**src/rtl/spn16_pkg.sv**
```systemverilog
// Types, constants and round functions of the spn16 block cipher.
// No dependencies; imported by the cell and the top level.
`default_nettype none

package spn16_pkg;

   localparam int NUM_CELLS = 4;
   localparam int BLOCK_W   = 16;
   localparam int KEY_W     = 32;
   localparam int CSR_ADDR_W = 3;
   localparam logic [0:0] CSR_IDX_KEY = 1'b0;

   localparam logic [3:0] SBOX_TABLE [16] = '{
      4'd14, 4'd4, 4'd13, 4'd1, 4'd2, 4'd15, 4'd11, 4'd8,
      4'd3, 4'd10, 4'd6, 4'd12, 4'd5, 4'd9, 4'd0, 4'd7
   };

   typedef struct packed {
      logic [BLOCK_W-1:0] round_key;
      logic [BLOCK_W-1:0] final_key;
      logic               permute;
   } spn16_cell_cfg_type;

   function automatic logic [3:0] sbox_nibble(input logic [3:0] n);
      logic [3:0] idx;
      logic [3:0] s;
      idx = {n[0], n[1], n[2], n[3]};
      s   = SBOX_TABLE[idx];
      return {s[0], s[1], s[2], s[3]};
   endfunction

   function automatic logic [BLOCK_W-1:0] subst_word(input logic [BLOCK_W-1:0] x);
      logic [BLOCK_W-1:0] y;
      for (int i = 0; i < 4; i++) begin
         y[4*i +: 4] = sbox_nibble(x[4*i +: 4]);
      end
      return y;
   endfunction

   function automatic logic [BLOCK_W-1:0] perm_word(input logic [BLOCK_W-1:0] x);
      logic [BLOCK_W-1:0] y;
      for (int a = 0; a < 4; a++) begin
         for (int b = 0; b < 4; b++) begin
            y[15 - (4*b + a)] = x[15 - (4*a + b)];
         end
      end
      return y;
   endfunction

endpackage

`default_nettype wire

```
**src/rtl/spn16_block_encrypt.sv**
```systemverilog
// Datapath: each of the four round cells registers the block once between request acceptance and rsp_valid.
// Throughput: one request per cycle while rsp_ready is high; each cell holds its block until taken.
// Reset: synchronous, active high; empties every cell and clears the key to 0.
// Top level of the spn16 block cipher: APB key register and a chain of four
// round cells. Depends on spn16_pkg and spn16_cell.
`default_nettype none

module spn16_block_encrypt
   import spn16_pkg::*;
(
   input  wire logic                  clock,
   input  wire logic                  reset,
   input  wire logic                  req_valid,
   output logic                       req_ready,
   input  wire logic [15:0]           req_plaintext_block,
   output logic                       rsp_valid,
   input  wire logic                  rsp_ready,
   output logic [15:0]                rsp_ciphertext_block,
   input  wire logic                  csr_psel,
   input  wire logic                  csr_penable,
   input  wire logic                  csr_pwrite,
   input  wire logic [CSR_ADDR_W-1:0] csr_paddr,
   input  wire logic [31:0]           csr_pwdata,
   output logic [31:0]                csr_prdata,
   output logic                       csr_pready
);

   logic [KEY_W-1:0] key_ff;
   logic [KEY_W-1:0] key_in;
   logic             key_sel;

   spn16_cell_cfg_type cell_cfg [NUM_CELLS];
   logic               link_valid [NUM_CELLS+1];
   logic               link_ready [NUM_CELLS+1];
   logic [BLOCK_W-1:0] link_data  [NUM_CELLS+1];

   assign csr_pready = 1'b1;
   assign key_sel    = (csr_paddr[CSR_ADDR_W-1] == CSR_IDX_KEY);

   always_comb begin
      key_in = key_ff;
      if (csr_psel && csr_penable && csr_pwrite && key_sel) begin
         key_in = csr_pwdata;
      end
      csr_prdata = key_sel ? key_ff : '0;
   end

   always_ff @(posedge clock) begin
      if (reset) begin
         key_ff <= '0;
      end else begin
         key_ff <= key_in;
      end
   end

   assign link_valid[0] = req_valid;
   assign req_ready     = link_ready[0];
   assign link_data[0]  = req_plaintext_block;

   for (genvar g = 0; g < NUM_CELLS; g++) begin : g_cell
      assign cell_cfg[g].round_key = key_ff[KEY_W-1-4*g -: BLOCK_W];
      assign cell_cfg[g].final_key = (g == NUM_CELLS-1) ? key_ff[BLOCK_W-1:0] : '0;
      assign cell_cfg[g].permute   = (g != NUM_CELLS-1);

      spn16_cell u_cell (
         .clock     (clock),
         .reset     (reset),
         .cfg       (cell_cfg[g]),
         .in_valid  (link_valid[g]),
         .in_ready  (link_ready[g]),
         .in_data   (link_data[g]),
         .out_valid (link_valid[g+1]),
         .out_ready (link_ready[g+1]),
         .out_data  (link_data[g+1])
      );
   end

   assign rsp_valid             = link_valid[NUM_CELLS];
   assign link_ready[NUM_CELLS] = rsp_ready;
   assign rsp_ciphertext_block  = link_data[NUM_CELLS];

endmodule

`default_nettype wire

```
**src/rtl/spn16_cell.sv**
```systemverilog
// One round cell of the spn16 chain: key mix, S-box, then transpose or, in the last cell, a final key mix.
// Depends on spn16_pkg; instantiated by spn16_block_encrypt.
`default_nettype none

module spn16_cell
   import spn16_pkg::*;
(
   input  wire logic               clock,
   input  wire logic               reset,
   input  wire spn16_cell_cfg_type cfg,
   input  wire logic               in_valid,
   output logic                    in_ready,
   input  wire logic [BLOCK_W-1:0] in_data,
   output logic                    out_valid,
   input  wire logic               out_ready,
   output logic [BLOCK_W-1:0]      out_data
);

   logic               valid_ff;
   logic               valid_in;
   logic [BLOCK_W-1:0] data_ff;
   logic [BLOCK_W-1:0] data_in;
   logic [BLOCK_W-1:0] mixed;

   always_comb begin
      mixed    = subst_word(in_data ^ cfg.round_key);
      in_ready = !valid_ff || out_ready;
      valid_in = in_ready ? in_valid : valid_ff;
      if (cfg.permute) begin
         data_in = perm_word(mixed);
      end else begin
         data_in = mixed ^ cfg.final_key;
      end
   end

   always_ff @(posedge clock) begin
      if (reset) begin
         valid_ff <= 1'b0;
      end else begin
         valid_ff <= valid_in;
      end
   end

   always_ff @(posedge clock) begin
      if (in_ready && in_valid) begin
         data_ff <= data_in;
      end
   end

   assign out_valid = valid_ff;
   assign out_data  = data_ff;

endmodule

`default_nettype wire

```
**config.mk**
```make
export PLATFORM = sky130hd
export DESIGN_NAME = spn16_block_encrypt
export DESIGN_NICKNAME = d
export VERILOG_FILES = /design/src/rtl/spn16_pkg.sv /design/src/rtl/spn16_block_encrypt.sv /design/src/rtl/spn16_cell.sv
export SDC_FILE = /design/constraint.sdc
export NUM_CORES = 1
export LEC_CHECK = 0
export BUFFER_PORTS_ARGS = -buffer_cell sky130_fd_sc_hd__buf_2
export CAP_MARGIN = 20
export CORE_MARGIN = 5
export CORE_UTILIZATION = 41
export CTS_BUF_LIST = sky130_fd_sc_hd__clkbuf_16
export DETAILED_ROUTE_END_ITERATION = 10
export HOLD_SLACK_MARGIN = 0.06
export PLACE_DENSITY = 0.72
export SLEW_MARGIN = 10
export SYNTH_ARGS = -nofsm -noshare
export SYNTH_HDL_FRONTEND = slang
export SYNTH_SLANG_ARGS = --single-unit
```
**constraint.sdc**
```tcl
create_clock -name clock -period 2.7 [get_ports clock]
set_input_delay 0.27 -clock clock [delete_from_list [all_inputs] [get_ports clock]]
set_output_delay 0.27 -clock clock [all_outputs]
set_load 0.05 [all_outputs]
```
# After elaboration in Yosys (flattened, before gate mapping)
# Memories as Yosys holds them, arrays and structs flattened. A register that Yosys moved wholly into a read port is not among the register bits.
# Index checks and enable logic that the tools add are counted.
# word_totals
mem_bits_ro	1024
regBits	52
in_bits	58
out_inout_bits	51
memories	16
# memory_table
name	depth	width	read_ports	rd_clocked_by_memory_dff	write_ports	line	rtl
(no name shown)	16	4	1	0	0	spn16_pkg.sv:28	s = SBOX_TABLE[idx];
(no name shown)	16	4	1	1	0	spn16_pkg.sv:28	
(no name shown)	16	4	1	1	0	spn16_pkg.sv:28	
(no name shown)	16	4	1	1	0	spn16_pkg.sv:28	
(no name shown)	16	4	1	1	0	spn16_pkg.sv:28	
(no name shown)	16	4	1	1	0	spn16_pkg.sv:28	
10 more memories	--	--	--	--	--	--	
# classes
order_cmp	4
bitwise_logic	22
muxes	9
reduce_logical	15
# ops
cell	count
$not A4 Y5	16
$xor A16 B16 Y16	5
$mux W32	1
$mux W4	8
$ge A5 B5 Y1 const B	4
$logic_and A1 B1 Y1	7
$logic_not A1 Y1	4
$logic_or A1 B1 Y1	4
$not A1 Y1	1

# Logic depth before layout (Yosys ltp)
# logic_depth
ltp_word	6
mapped_depth	7

# Cells and area by module
# A second synthesis with hierarchy kept.
# hier_totals
hier_cells	950
area_unflattened_um2	9317.7
# modules_own_cells
mod	seq_area_each_um2	cells_each	n_inst	area_each_um2
spn16_cell	500.5	193	4	1904.3
spn16_block_encrypt	640.6	178	1	1700.4

# Least setup slack after synthesis
# Ideal clock, no wire load.
# synth_timing
path_type	flip-flop to flip-flop
start	register g_cell[3].u_cell.valid_ff
end	register g_cell[2].u_cell.data_ff[0] (enable)
t_arrival_ns	1.944
synth_period_minus_slack_ns	2.357
path_buffers	0
setup_time_ns	0.414
slack_ns	0.343
stages_incl_launch_ff	3
required_time_ns	2.286
cell_sequence	dfxtp_1 > nor2b_1 > a21boi_0
# synth_via
elab_chain_cells	4
# synth_rtl
item	line	rtl
from (decl)	spn16_cell.sv:19	logic valid_ff;
from (signal assigned)	spn16_cell.sv:40	valid_ff <= valid_in;
$logic_not A1 Y1	spn16_cell.sv:27	in_ready = !valid_ff || out_ready;
$logic_or A1 B1 Y1 (2 in series)	spn16_cell.sv:27	
$logic_and A1 B1 Y1	spn16_cell.sv:45	if (in_ready && in_valid) begin
to (decl)	spn16_cell.sv:21	logic [BLOCK_W-1:0] data_ff;
# Every way passes these cells.
# A chain may end at the register's enable or synchronous reset.

# Worst setup path in the final report
# layout_timing
start	register key_ff[14]
end	register g_cell[1].u_cell.data_ff[12], data pin
# layout_via
elab_chain_cells	2
# layout_rtl
item	line	rtl
from (decl)	spn16_block_encrypt.sv:28	logic [KEY_W-1:0] key_ff;
from (signal assigned)	spn16_block_encrypt.sv:52	key_ff <= key_in;
$xor A16 B16 Y16	spn16_cell.sv:26	mixed = subst_word(in_data ^ cfg.round_key);
$not A4 Y5 (implied by the code)	spn16_pkg.sv:28	
to (decl)	spn16_cell.sv:21	
# Every way passes these cells.

==> flow_metrics.py <==
metrics = {
    "outcome": {
        "status": "finished, final reports clean",
    },
    "setup_path": {
        "critPathTopFamily": "XOR/XNOR gates",
        "timing.critical_path.required_ns": 2.88,
        "worstPathMaxFanout": 8,
        "startpoint_type": "flip-flop",
        "worstPathCellList": "xnor2_1, inv_1, ha_1, nor2_1, a211oi_1",
        "critPathBufInv": 1,
        "cp.arrival_ns": 2.25,
        "max_stage_delay_ns": 0.69,
        "worstSetupPathType": "reg2reg",
        "worstSetupEndpointType": "flip-flop",
        "critical_path_s_slowest_cell": "xnor2_1",
    },
    "timing": {
        "final.hold.worst_slack_ns": 0.148,
        "grt_setup_unrepaired": "no",
        "finalHoldViolations": 0,
        "fin_setup_tns_ns": 0,
        "timing.final.crit_share_pct": 76.8,
        "fmax_mhz": 482,
        "slew-limit-headroom_pct": 45.5,
        "fin_skew_ns": 0.00594,
        "layout_setup_ws_ns": 0.627,
        "timing.final.max_slew_violations": 0,
        "setup_viol": 0,
        "max_slew.worst_pin.slew_ns": 0.815,
        "period_minus_slack_ns": 2.07,
    },
    "detailed_routing": {
        "antenna_violating_nets_post_route": 0,
        "post-route-drc-count": 0,
        "route.final.wire_length_um": 14700,
        "total_vias_in_the_final_route": 5254,
        "post_drt_wl_per_cell_um": 14.4,
        "drt_iter0_markers": 294,
        "firstDrtPassIters": 4,
        "drt-vias-per-instance": 5.16,
    },
    "placed_design": {
        "finalWeightedCongestion": 0.895,
        "dpl.hpwl_um": 10800,
        "dp_slack_ns": 0.655,
        "io_buffers": 105,
    },
    "logic_synthesis": {
        "synth_sequential_area_ratio_pct": 39.6,
        "ys_top_cells_by_area": "edfxtp_1 29%, dfxtp_1 11%, xnor2_1 7.1%",
        "synth_most_common_cell": "nand2_1",
        "synthesized_netlist_net_count": 793,
        "synth_top_cell_area_share_pct": 28.8,
        "synthesis.instances": 702,
        "synth.ff_latch_count": 100,
        "ys.flop_type": "edfxtp_1",
        "synthesis.area_um2": 6680,
        "count_of_flip_flops_with_a_built_in_enable_after_synthesis": 64,
        "synth.top_cells.by_count": "93 x nand2_1, 64 x edfxtp_1, 54 x xnor2_1",
        "postSynth.asyncResetShare_pct": 0,
        "post-synth-top-area-cell": "edfxtp_1",
        "synthesis.area_per_instance_um2": 9.51,
        "synth_cell_types": 46,
        "yosysWarnings": 0,
    },
    "floorplan": {
        "starting_density_of_the_core_pct": 41.9,
        "die_y_um": 138,
        "fp.coreArea_um2": 15900,
        "fp-row-count": 46,
        "boundaryPins": 109,
        "fp.dieArea_um2": 18900,
        "die_width_um": 138,
    },
    "finish": {
        "antennaDiodeCount": 0,
        "nFillCells": 1526,
        "utilization_after_layout_pct": 48.6,
        "share_of_final_layout_standard_cells_stronger_than_drive_strength_1_pct": 19.1,
        "design.final.nets": 889,
        "syn2layout_area_growth_pct": 16.0,
    },
    "min_path": {
        "hold_class": "in2reg",
    },
    "cts": {
        "ctsResizeCount": 0,
        "numClockSinks": 100,
        "clock_latency_reported_for_the_late_side_of_the_worst_skew_pair_ns": 0.35,
        "holdBufCountCts": 0,
        "cts_tree": "built",
        "post-cts-setup-buffers": 0,
        "h_tree_depth": 3,
        "root_buffer": "clkbuf_16",
        "worst_path_clk_slew_ns": 0.07,
        "numCtsBuffers": 9,
        "max-clock-path-buffers": 2,
    },
    "global_route": {
        "pin_count_of_the_biggest_net_entering_global_routing": 37,
        "via_count_of_the_first_global_routing_pass": 4845,
        "global_route_wire_length_before_repair_um": 23500,
        "grtUsageTotal_pct": 15.9,
        "grt_overflow": 0,
        "antenna_found_initial": 0,
    },
    "pwr": {
        "irDropWorstVdd_mv": 0.358,
        "power.density_nw_per_um2": 536,
        "cellLeakagePower_nw": 3.18,
        "post-layout-total-power_mw": 4.15,
    },
    "flow_run": {
        "max-cap-violations": 0,
    },
}
report_power, final:
group / internal [mW] / total [mW] / switching, mW
registers: 1.75 / 1.82 / 0.0646
clock network: 0.831 / 1.42 / 0.593
logic: 0.374 / 0.908 / 0.534
total: 2.96 / 4.15 / 1.19
worst paths after layout:
kind                       start                       endpoint  slack, ns  depth (start not counted)
setup / recovery      key_ff[14]  g_cell[1].u_cell.out_data[12]       0.63                          5
hold / removal    csr_pwdata[30]                     key_ff[30]       0.15                          3
setup reg to reg      key_ff[14]  g_cell[1].u_cell.out_data[12]       0.63                          5
hold reg to reg       key_ff[29]                     key_ff[29]       0.48                          2
per-stage QoR:
step	instance area, um^2	cells
floorplan	6680	702
global placement	7410	1003
detailed placement	7410	1003
CTS	7740	1019
global route	7740	1019
finish	7740	1019
final cells by class:
cell class,instances,area (um^2),area share (%)
inverters,28,105,1.36
clock buffers,11,275,3.55
clock inverters,5,55.1,0.711
well taps,216,270,3.49
repair buffers,112,591,7.63
flip-flops and latches,100,2640,34.1
multi-input cells,547,3800,49.1
layer usage:
metal	routed length (um)	track usage [%]	part of all wire [%]	vias to the layer above
met2	7140	26.7	48	100
li1	-	-	-	2651
met1	6500	19.9	44	2479
met5	0	0	0	-
met4	432	7.37	2.9	0
met3	657	2.56	4.5	24
logic make-up after synthesis:
kind of cell | Yosys count | synth area share [%]
fa+ha+maj | 33 | 6.18
other cells | 1 | 0.0562
simple gates | 216 | 14.6
xor+xnor | 111 | 16.9
mux | 26 | 3.97
compound gates | 160 | 15.3
buf+inv | 55 | 3.45
flops | 100 | 39.6
flip-flops by register name (all words and copies together), names as in the netlist:
register / cells
g_cell.u_cell.out_data: 64
g_cell.u_cell.out_valid: 4
key_ff: 32
worst min-delay path, cell delays in order:
cell and delay [ns]:
buf_2 0.09, nand2_1 0.04, a21oi_1 0.05
layout by cell type, fill, tap and decap left out, types with 7 or more instances in the layout:
master     instances
dfxtp_1           36
o211ai_1          10
nor2_1            47
clkbuf_16         11
xnor2_1           54
a211oi_1           8
o21ai_0           34
inv_1             26
mux2i_1           22
xor2_1            39
a31oi_1           14
a21oi_1           50
xnor2_2            9
ha_1              33
edfxtp_1          64
nor2b_1           36
buf_2            105
nor3_1            14
xor2_2             7
nand3_1           12
nand2_1           93
(Power assumes the default switching activity.)
